### src/rtl/core/ifd_pkg.sv
`timescale 1ns / 1ps
// ----------------------------------------------------------------------------
// Image frame deframer package
// Shared types, register indexes and constants of the deframer.
// ----------------------------------------------------------------------------
package ifd_pkg;

  localparam int HEADER_BYTES = 11;
  localparam int COUNTER_BITS = 32;

  localparam int HIDX_W = 4;
  localparam int CFG_ADDR_W = 5;
  localparam int CFG_DATA_W = 32;

  localparam logic [HIDX_W-1:0] HIDX_TYPE    = HIDX_W'(0);
  localparam logic [HIDX_W-1:0] HIDX_ID_LO   = HIDX_W'(2);
  localparam logic [HIDX_W-1:0] HIDX_W_LO    = HIDX_W'(4);
  localparam logic [HIDX_W-1:0] HIDX_H_LO    = HIDX_W'(6);
  localparam logic [HIDX_W-1:0] HIDX_PRODUCT = HIDX_W'(7);
  localparam logic [HIDX_W-1:0] HIDX_LAST    = HIDX_W'(HEADER_BYTES - 1);

  localparam logic [7:0]  RESET_SYNC_FIRST  = 8'hAA;
  localparam logic [7:0]  RESET_SYNC_SECOND = 8'h55;
  localparam logic [7:0]  RESET_FRAME_TYPE  = 8'h01;
  localparam logic [15:0] RESET_MAX_WIDTH   = 16'd640;
  localparam logic [15:0] RESET_MAX_HEIGHT  = 16'd480;

  typedef enum logic [2:0] {
    PH_HUNT,
    PH_SYNC2,
    PH_HEADER,
    PH_PAYLOAD,
    PH_CHK_HI,
    PH_CHK_LO
  } phase_t;

  typedef enum logic [1:0] {
    KIND_PIXEL,
    KIND_GOOD,
    KIND_BAD_SUM,
    KIND_BAD_HDR
  } kind_t;

  typedef enum logic [2:0] {
    REG_SYNC_FIRST,
    REG_SYNC_SECOND,
    REG_FRAME_TYPE,
    REG_MAX_WIDTH,
    REG_MAX_HEIGHT
  } reg_idx_t;

  typedef struct packed {
    logic [7:0]  sync_first;
    logic [7:0]  sync_second;
    logic [7:0]  frame_type;
    logic [15:0] max_width;
    logic [15:0] max_height;
  } cfg_t;

  typedef struct packed {
    logic [7:0]  hdr_type;
    logic [15:0] width;
    logic [15:0] height;
    logic [31:0] product;
    logic [31:0] length;
  } hdr_info_t;

  typedef struct packed {
    kind_t       kind;
    logic [7:0]  pixel_byte;
    logic [15:0] frame_id;
    logic [15:0] width;
    logic [15:0] height;
    logic [15:0] received_sum;
    logic [15:0] computed_sum;
    logic [31:0] good_frames;
    logic [31:0] bad_frames;
  } result_t;

endpackage

### src/rtl/core/ifd_cfg_regs.sv
`timescale 1ns / 1ps
// ----------------------------------------------------------------------------
// Deframer configuration registers
// Register file behind the APB-style port, with read back.
// ----------------------------------------------------------------------------
module ifd_cfg_regs
  import ifd_pkg::*;
(
  input  logic                  clk,
  input  logic                  rst,
  input  logic                  psel,
  input  logic                  penable,
  input  logic                  pwrite,
  input  logic [CFG_ADDR_W-1:0] paddr,
  input  logic [CFG_DATA_W-1:0] pwdata,
  output logic [CFG_DATA_W-1:0] prdata,
  output logic                  pready,
  output cfg_t                  cfg
);

  reg_idx_t idx;
  logic     wr_en;

  assign idx    = reg_idx_t'(paddr[CFG_ADDR_W-1:2]);
  assign pready = 1'b1;
  assign wr_en  = psel && penable && pwrite && pready;

  always_ff @(posedge clk) begin
    if (rst) begin
      cfg.sync_first  <= RESET_SYNC_FIRST;
      cfg.sync_second <= RESET_SYNC_SECOND;
      cfg.frame_type  <= RESET_FRAME_TYPE;
      cfg.max_width   <= RESET_MAX_WIDTH;
      cfg.max_height  <= RESET_MAX_HEIGHT;
    end else if (wr_en) begin
      unique case (idx)
        REG_SYNC_FIRST:  cfg.sync_first  <= pwdata[7:0];
        REG_SYNC_SECOND: cfg.sync_second <= pwdata[7:0];
        REG_FRAME_TYPE:  cfg.frame_type  <= pwdata[7:0];
        REG_MAX_WIDTH:   cfg.max_width   <= pwdata[15:0];
        REG_MAX_HEIGHT:  cfg.max_height  <= pwdata[15:0];
        default: begin
        end
      endcase
    end
  end

  always_comb begin
    unique case (idx)
      REG_SYNC_FIRST:  prdata = CFG_DATA_W'(cfg.sync_first);
      REG_SYNC_SECOND: prdata = CFG_DATA_W'(cfg.sync_second);
      REG_FRAME_TYPE:  prdata = CFG_DATA_W'(cfg.frame_type);
      REG_MAX_WIDTH:   prdata = CFG_DATA_W'(cfg.max_width);
      REG_MAX_HEIGHT:  prdata = CFG_DATA_W'(cfg.max_height);
      default:         prdata = '0;
    endcase
  end

endmodule

### src/rtl/core/ifd_hdr_check.sv
`timescale 1ns / 1ps
// ----------------------------------------------------------------------------
// Deframer header check
// Decides whether a complete header describes an acceptable frame.
// ----------------------------------------------------------------------------
module ifd_hdr_check
  import ifd_pkg::*;
(
  input  hdr_info_t hdr,
  input  cfg_t      cfg,
  output logic      ok
);

  logic dims_ok;
  logic len_ok;

  // The product of width and height is registered earlier; the payload is
  // two bytes per pixel.
  assign dims_ok = (hdr.width != '0) && (hdr.height != '0) &&
                   (hdr.width <= cfg.max_width) && (hdr.height <= cfg.max_height);
  assign len_ok  = {1'b0, hdr.length} == {hdr.product, 1'b0};
  assign ok      = dims_ok && len_ok && (hdr.hdr_type == cfg.frame_type);

endmodule

### src/rtl/core/ifd_parser.sv
`timescale 1ns / 1ps
// ----------------------------------------------------------------------------
// Deframer parser
// Sync hunt, header capture, payload pass and checksum state machine.
// ----------------------------------------------------------------------------
module ifd_parser
  import ifd_pkg::*;
(
  input  logic       clk,
  input  logic       rst,
  input  logic       step,
  input  logic [7:0] rx_byte,
  input  cfg_t       cfg,
  output logic       res_valid,
  output result_t    res
);

  phase_t                  phase, phase_next;
  logic [HIDX_W-1:0]       header_index, header_index_next;
  logic [7:0]              hdr_type, hdr_type_next;
  logic [15:0]             hdr_frame_id, hdr_frame_id_next;
  logic [15:0]             hdr_width, hdr_width_next;
  logic [15:0]             hdr_height, hdr_height_next;
  logic [31:0]             hdr_length, hdr_length_next;
  logic [31:0]             hdr_product, hdr_product_next;
  logic [31:0]             payload_left, payload_left_next;
  logic [15:0]             running_sum, running_sum_next;
  logic [7:0]              checksum_high, checksum_high_next;
  logic [COUNTER_BITS-1:0] good_count, good_count_next;
  logic [COUNTER_BITS-1:0] bad_count, bad_count_next;

  logic [15:0] sum_add;
  logic [15:0] rx_sum;
  logic        hdr_ok;
  hdr_info_t   hdr_info;

  assign hdr_info.hdr_type = hdr_type_next;
  assign hdr_info.width    = hdr_width;
  assign hdr_info.height   = hdr_height;
  assign hdr_info.product  = hdr_product;
  assign hdr_info.length   = hdr_length_next;

  ifd_hdr_check u_hdr_check (
    .hdr (hdr_info),
    .cfg (cfg),
    .ok  (hdr_ok)
  );

  always_ff @(posedge clk) begin
    if (rst) begin
      phase         <= PH_HUNT;
      header_index  <= '0;
      hdr_type      <= '0;
      hdr_frame_id  <= '0;
      hdr_width     <= '0;
      hdr_height    <= '0;
      hdr_length    <= '0;
      hdr_product   <= '0;
      payload_left  <= '0;
      running_sum   <= '0;
      checksum_high <= '0;
      good_count    <= '0;
      bad_count     <= '0;
    end else begin
      phase         <= phase_next;
      header_index  <= header_index_next;
      hdr_type      <= hdr_type_next;
      hdr_frame_id  <= hdr_frame_id_next;
      hdr_width     <= hdr_width_next;
      hdr_height    <= hdr_height_next;
      hdr_length    <= hdr_length_next;
      hdr_product   <= hdr_product_next;
      payload_left  <= payload_left_next;
      running_sum   <= running_sum_next;
      checksum_high <= checksum_high_next;
      good_count    <= good_count_next;
      bad_count     <= bad_count_next;
    end
  end

  assign sum_add = running_sum + {8'h00, rx_byte};
  assign rx_sum  = {checksum_high, rx_byte};

  always_comb begin
    phase_next         = phase;
    header_index_next  = header_index;
    hdr_type_next      = hdr_type;
    hdr_frame_id_next  = hdr_frame_id;
    hdr_width_next     = hdr_width;
    hdr_height_next    = hdr_height;
    hdr_length_next    = hdr_length;
    hdr_product_next   = hdr_product;
    payload_left_next  = payload_left;
    running_sum_next   = running_sum;
    checksum_high_next = checksum_high;
    good_count_next    = good_count;
    bad_count_next     = bad_count;
    res_valid          = 1'b0;
    res.kind           = KIND_PIXEL;
    res.pixel_byte     = '0;
    res.received_sum   = '0;
    res.computed_sum   = '0;
    if (step) begin
      unique case (phase)
        PH_SYNC2: begin
          if (rx_byte == cfg.sync_second) begin
            running_sum_next  = sum_add;
            header_index_next = '0;
            phase_next        = PH_HEADER;
          end else if (rx_byte == cfg.sync_first) begin
            running_sum_next = {8'h00, rx_byte};
          end else begin
            phase_next = PH_HUNT;
          end
        end
        PH_HEADER: begin
          running_sum_next = sum_add;
          if (header_index == HIDX_TYPE) begin
            hdr_type_next = rx_byte;
          end else if (header_index <= HIDX_ID_LO) begin
            hdr_frame_id_next = {hdr_frame_id[7:0], rx_byte};
          end else if (header_index <= HIDX_W_LO) begin
            hdr_width_next = {hdr_width[7:0], rx_byte};
          end else if (header_index <= HIDX_H_LO) begin
            hdr_height_next = {hdr_height[7:0], rx_byte};
          end else begin
            hdr_length_next = {hdr_length[23:0], rx_byte};
          end
          // Width and height are complete here, so the product is formed
          // while the length bytes still arrive.
          if (header_index == HIDX_PRODUCT) begin
            hdr_product_next = 32'(hdr_width) * 32'(hdr_height);
          end
          if (header_index != HIDX_LAST) begin
            header_index_next = header_index + HIDX_W'(1);
          end else begin
            header_index_next = '0;
            if (!hdr_ok) begin
              bad_count_next = bad_count + COUNTER_BITS'(1);
              phase_next     = PH_HUNT;
              res_valid      = 1'b1;
              res.kind       = KIND_BAD_HDR;
            end else begin
              payload_left_next = hdr_length_next;
              phase_next = (hdr_length_next == '0) ? PH_CHK_HI : PH_PAYLOAD;
            end
          end
        end
        PH_PAYLOAD: begin
          running_sum_next  = sum_add;
          payload_left_next = payload_left - 32'd1;
          if (payload_left_next == '0) begin
            phase_next = PH_CHK_HI;
          end
          res_valid      = 1'b1;
          res.kind       = KIND_PIXEL;
          res.pixel_byte = rx_byte;
        end
        PH_CHK_HI: begin
          checksum_high_next = rx_byte;
          phase_next         = PH_CHK_LO;
        end
        PH_CHK_LO: begin
          if (rx_sum == running_sum) begin
            good_count_next = good_count + COUNTER_BITS'(1);
            res.kind        = KIND_GOOD;
          end else begin
            bad_count_next = bad_count + COUNTER_BITS'(1);
            res.kind       = KIND_BAD_SUM;
          end
          phase_next       = PH_HUNT;
          res_valid        = 1'b1;
          res.received_sum = rx_sum;
          res.computed_sum = running_sum;
        end
        default: begin
          if (rx_byte == cfg.sync_first) begin
            running_sum_next = {8'h00, rx_byte};
            phase_next       = PH_SYNC2;
          end else begin
            phase_next = PH_HUNT;
          end
        end
      endcase
    end
    res.frame_id    = hdr_frame_id_next;
    res.width       = hdr_width_next;
    res.height      = hdr_height_next;
    res.good_frames = 32'(good_count_next);
    res.bad_frames  = 32'(bad_count_next);
  end

endmodule

### src/rtl/core/image_frame_deframer.sv
`timescale 1ns / 1ps
// ----------------------------------------------------------------------------
// Image frame deframer
// Finds sync, checks the header, passes payload bytes and checks the frame
// checksum of a received byte stream.
//
//   Channel   Direction  Item
//   s_axis    in         one received byte (s_tdata)
//   m_axis    out        one result: kind on m_tuser, fields on m_tdata
//   APB       in/out     five configuration registers at 4*i
//
// One byte is taken in every cycle unless the output stalls; a byte waits in
// the input register; its result is presented in the following cycle.
// The input register and the output register decouple the two sides, so a
// stalled result blocks input only once both registers are full.
// Reset is synchronous and returns all but the byte and result data registers
// to their defaults, with the parser hunting for the first sync byte.
// ----------------------------------------------------------------------------
module image_frame_deframer
  import ifd_pkg::*;
(
  input  logic                  clk,
  input  logic                  rst,
  input  logic                  s_tvalid,
  output logic                  s_tready,
  input  logic [7:0]            s_tdata,   // rx_byte
  output logic                  m_tvalid,
  input  logic                  m_tready,
  // pixel_byte, frame_id, width, height, received_sum, computed_sum,
  // good_frames, bad_frames
  output logic [151:0]          m_tdata,
  output logic [1:0]            m_tuser,   // result_kind
  input  logic                  psel,
  input  logic                  penable,
  input  logic                  pwrite,
  input  logic [CFG_ADDR_W-1:0] paddr,
  input  logic [CFG_DATA_W-1:0] pwdata,
  output logic [CFG_DATA_W-1:0] prdata,
  output logic                  pready
);

  cfg_t       cfg;
  logic       in_valid;
  logic [7:0] in_byte;
  logic       advance;
  logic       res_valid;
  result_t    res;
  result_t    out_res;

  ifd_cfg_regs u_cfg_regs (
    .clk     (clk),
    .rst     (rst),
    .psel    (psel),
    .penable (penable),
    .pwrite  (pwrite),
    .paddr   (paddr),
    .pwdata  (pwdata),
    .prdata  (prdata),
    .pready  (pready),
    .cfg     (cfg)
  );

  assign advance  = in_valid && (!m_tvalid || m_tready);
  assign s_tready = !in_valid || advance;

  always_ff @(posedge clk) begin
    if (rst) begin
      in_valid <= 1'b0;
    end else if (s_tvalid && s_tready) begin
      in_valid <= 1'b1;
    end else if (advance) begin
      in_valid <= 1'b0;
    end
  end

  always_ff @(posedge clk) begin
    if (s_tvalid && s_tready) begin
      in_byte <= s_tdata;
    end
  end

  ifd_parser u_parser (
    .clk       (clk),
    .rst       (rst),
    .step      (advance),
    .rx_byte   (in_byte),
    .cfg       (cfg),
    .res_valid (res_valid),
    .res       (res)
  );

  always_ff @(posedge clk) begin
    if (rst) begin
      m_tvalid <= 1'b0;
    end else if (advance) begin
      m_tvalid <= res_valid;
    end else if (m_tready) begin
      m_tvalid <= 1'b0;
    end
  end

  always_ff @(posedge clk) begin
    if (advance && res_valid) begin
      out_res <= res;
    end
  end

  assign m_tuser = out_res.kind;
  assign m_tdata = {out_res.bad_frames, out_res.good_frames, out_res.computed_sum,
                    out_res.received_sum, out_res.height, out_res.width,
                    out_res.frame_id, out_res.pixel_byte};

endmodule
### config.mk
export PLATFORM = sky130hd
export DESIGN_NAME = image_frame_deframer
export DESIGN_NICKNAME = d
export VERILOG_FILES = /design/src/rtl/core/ifd_pkg.sv /design/src/rtl/core/ifd_cfg_regs.sv /design/src/rtl/core/ifd_hdr_check.sv /design/src/rtl/core/ifd_parser.sv /design/src/rtl/core/image_frame_deframer.sv
export SDC_FILE = /design/constraint.sdc
export NUM_CORES = 2
export LEC_CHECK = 0
export BUFFER_PORTS_ARGS = -buffer_cell sky130_fd_sc_hd__clkbuf_2
export CAP_MARGIN = 30
export CORE_MARGIN = 2
export CORE_UTILIZATION = 45
export CTS_BUF_LIST = sky130_fd_sc_hd__clkbuf_4 sky130_fd_sc_hd__clkbuf_8
export DETAILED_ROUTE_END_ITERATION = 12
export PLACE_DENSITY = 0.65
export SYNTH_ARGS = -nofsm -noshare
export SYNTH_HDL_FRONTEND = slang
export SYNTH_SLANG_ARGS = --single-unit
### constraint.sdc
create_clock -name clk -period 35.6 [get_ports clk]
set_clock_uncertainty 0.1 [all_clocks]
set_input_delay 3.56 -clock clk [delete_from_list [all_inputs] [get_ports clk]]
set_output_delay 3.56 -clock clk [all_outputs]
set_load 0.02 [all_outputs]
==> metrics.md <==
| Metric | Value |
|---|---|
| WP buf/inv | `2` |
| CP endpoint kind | `output pin` |
| Setup Fix Bufs, Post-CTS | `0` |
| Via count of the routed design | `24814` |
| Critical path peak fanout | `23` |
| Cells after synthesis | `3383` |
| P per Cell Area | `32.5 nW/µm²` |
| FFs w/ async S/R, synth | `0%` |
| Setup CP Type | `primary input to output pin` |
| Vias per Instance | `5.55` |
| Io pins | `241` |
| Detailed Routing Iterations Pass 1 | `5` |
| Vias in the first global route | `23707` |
| Final Net Count | `3921` |
| Setup_tns | `0 ps` |
| Initial core utilization | `45.3%` |
| Detailed Route Iter0 Violations | `around 2100` |
| Total CTS buffers | `81` |
| Yosys top cell area share | `19.7%` |
| Fin crit share | `25.3%` |
| CTS Root Cell | `clkbuf_8` |
| Most frequent cell on the critical path | `clkbuf_2` |
| Fillers | `6442` |
| Worst-path clk slew | `60 ps` |
| Initial antenna violation count | `2` |
| Clk buf depth | `3` |
| CP Cell Sequence | `clkbuf_2 > nor2_1 > nand2_1 > o21ai_0 > clkbuf_2` |
| CP required | `31940 ps` |
| Largest cells by area after synthesis | `dfxtp_1 (20%), edfxtp_1 (16%), fa_1 (13%)` |
| Placed Area | `32800 µm²` |
| Mapped Avg Cell Area | `9.17 µm²` |
| Most Crowded Layer GR | `met2` |
| NetSw | `267 µW` |
| Final hold violation count | `0` |
| CTS tree | `built` |
| Clk network pwr share | `47.5%` |
| H-tree depth | `3` |
| Worst Min Path Start | `u_cfg_regs.cfg[10]` |
| Cell taking the most area after synthesis | `dfxtp_1` |
| CP max stage cell | `nor2_1` |
| Core Rows | `96` |
| Peak Freq | `0.111 GHz` |
| Sequential share of power | `between 40% and 50%` |
| RR Startpoint | `u_parser.hdr_width[7]` |
| Yosys warning total | `0` |
| Grt met2 use | `38.4%` |
| Int Pwr | `859 µW` |
| RSZ-0062 raised after global routing | `false` |
| GRT overflow | `0` |
| Final worst path period need | `9000 ps` |
| M3 GR Usage | `3.77%` |
| Rel. slew slack | `26.2%` |
| Combinational Power Share | `between 3 and 4%` |
| Largest net degree at the start of global routing | `90` |
| Number of synthesized flops with an enable pin | `162` |
| Worst VDD drop | `0.0000222 V` |
| Routability Congestion | `0.948` |
| Worst Hold Class | `register to register` |
| Sink Count | `about 470` |
| DR WL/cell | `19.5 µm` |
| Total GRT Usage | `24.4%` |
| Delay-heaviest family, CP | `simple AND/OR/NAND/NOR gates` |
| Worst setup SP type | `primary input` |
| Sequential area share after synthesis | `35.4%` |
| Share of layout cells above drive strength 1 | `13.9%` |
| Status | `finished clean` |
| Max stage delay on crit path | `560 ps` |
| Critical Path Start | `paddr[3]` |
| Place WS | `26660 ps` |
| Setup-failing EPs final | `0` |
| GR Util met1 | `between 30 and 40%` |
| Chip width | `267 µm` |
| Port bufs | `205` |
| Synth cell types | `between 80 and 90` |
| Routed Antenna Nets | `0` |
| Post-synthesis cell area | `31000 µm²` |
| Die footprint | `71100 µm²` |
| Residual DRC | `0` |
| Number of synthesized register bits | `467` |
| Cts hold-fix bufs | `0` |
| Clk_lat worst skew | `700 ps` |
| Hpwl dp | `61.8 mm` |
| Post_cts resized | `0` |
| Post-synth top flop | `dfxtp_1` |
| Final Cell Area | `34600 µm²` |
| Sw Share | `23.7%` |
| Synth-to-Final Area Change | `11.5%` |
| Worst setup margin | `26600 ps` |
| Die Y | `267 µm` |
| Worst Tran Pin Value | `1110 ps` |
| Max Cap Violations | `0` |
| WP data arrival | `5340 ps` |
| Routed wire length | `87.0 mm` |
| First-pass GRT wire length | `135 mm` |
| Lkg Pwr | `0.0145 µW` |
| Core ar. | `about 70000 µm²` |
| Fin. max-slew vios | `0` |
| Hold WS | `359 ps` |
area by class of cell:
class	count	area [µm²]	area share, %
Multi-Input combinational cell	2385	18000	52.1
Sequential cell	467	11000	31.7
Timing Repair Buffer	259	1500	4.32
Clock buffer	115	1430	4.12
Inverter	329	1240	3.58
Tap cell	882	1100	3.19
Clock inverter	32	338	0.976
Antenna cell	2	5.00	0.0145
sequential cells by signal (all words and copies together) (netlist names), 32 cells and up:
register / flops
u_parser.hdr_product: 32
u_parser.hdr_length: 32
u_parser.payload_left: 32
u_parser.bad_count: 32
u_parser.good_count: 32
u_cfg_regs.cfg: 56
m_tdata: 152
kinds of logic after synthesis:
family / Yosys count / synth area share (%)
fa+ha+maj: 347 / 18.7
simple gates: 1222 / 19.8
mux: 125 / 4.30
compound gates: 531 / 10.9
buf+inv: 546 / 6.91
xor+xnor: 143 / 4.04
other cells: 2 / 0.0242
flops: 467 / 35.4
stage by stage:
step	cells	power (µW)	util, %
3_3_place_gp	4317	601	47.8
4_1_cts	4468	1140	50.5
2_1_floorplan	3398	588	-
3_5_place_dp	4321	601	47.9
6_report	4471	1130	50.5
5_1_grt	4471	1160	50.5
per-layer routing:
layer / part of all wire, % / vias up
li1: - / 11739
met1: 43 / 12012
met2: 46 / 883
met3: 6.8 / 180
met4: 3.9 / 0
met5: 0 / -
worst min-delay path, cell delays in order, from the launching register on:
cell and delay, ps:
dfxtp_1 310, nand2_1 50, a21oi_1 50
cells in the final DEF, fill, tap and decap left out, types with 9 or more instances in the layout:
| master | netlist | layout |
|---|---|---|
| a31oi_1 | 25 | 24 |
| xor2_1 | 46 | 46 |
| nand3_1 | 65 | 65 |
| fa_1 | 195 | 195 |
| ha_1 | 151 | 151 |
| nor4_1 | 41 | 40 |
| xnor2_1 | 97 | 97 |
| a21oi_1 | 186 | 186 |
| clkbuf_8 | 0 | 90 |
| a22oi_1 | 23 | 23 |
| inv_1 | 328 | 327 |
| o22ai_1 | 42 | 42 |
| and3_1 | 53 | 53 |
| o211ai_1 | 15 | 15 |
| nand2b_1 | 15 | 15 |
| edfxtp_1 | 162 | 162 |
| mux2i_1 | 59 | 59 |
| nand4_1 | 46 | 46 |
| nor3_1 | 43 | 42 |
| a211oi_1 | 16 | 16 |
| or3_1 | 19 | 19 |
| nor2b_1 | 38 | 38 |
| or4_1 | 19 | 19 |
| a21o_1 | 17 | 17 |
| conb_1 | 2 | 17 |
| o31ai_1 | 17 | 17 |
| mux2_2 | 66 | 66 |
| nand2_1 | 426 | 426 |
| clkbuf_4 | 0 | 25 |
| buf_4 | 18 | 51 |
| clkinv_2 | 0 | 15 |
| nor2_1 | 181 | 179 |
| dfxtp_1 | 305 | 305 |
| o21ai_0 | 96 | 96 |
| and4_1 | 9 | 9 |
| and2_1 | 227 | 227 |
| clkbuf_2 | 0 | 204 |
Yosys cell counts (46+ instances only):
master,number
nand2_1,426
inv_1,328
dfxtp_1,305
and2_1,227
fa_1,195
a21oi_1,186
clkbuf_1,181
nor2_1,181
edfxtp_1,162
ha_1,151
xnor2_1,97
o21ai_0,96
mux2_2,66
nand3_1,65
mux2i_1,59
and3_1,53
nand4_1,46
xor2_1,46
path summary, 6_finish.rpt:
path / endpoint / slack, ps / depth (start not counted)
max: prdata[13] / 26600 / 5
min reg2reg: u_cfg_regs.cfg[10] / 360 / 2
max reg2reg: u_parser.hdr_product[31] / 28430 / 22
min: u_cfg_regs.cfg[10] / 360 / 2
power by group through the flow:
stage / combinational (µW) / sequential, µW / clock, µW
CTS: 39.0 / 551 / 548
finish: 39.4 / 551 / 535
detailed placement: 38.8 / 563 / 0
global route: 42.1 / 551 / 570
global placement: 38.8 / 563 / 0
floorplan: 25.3 / 562 / 0
(Power assumes the default switching activity.)
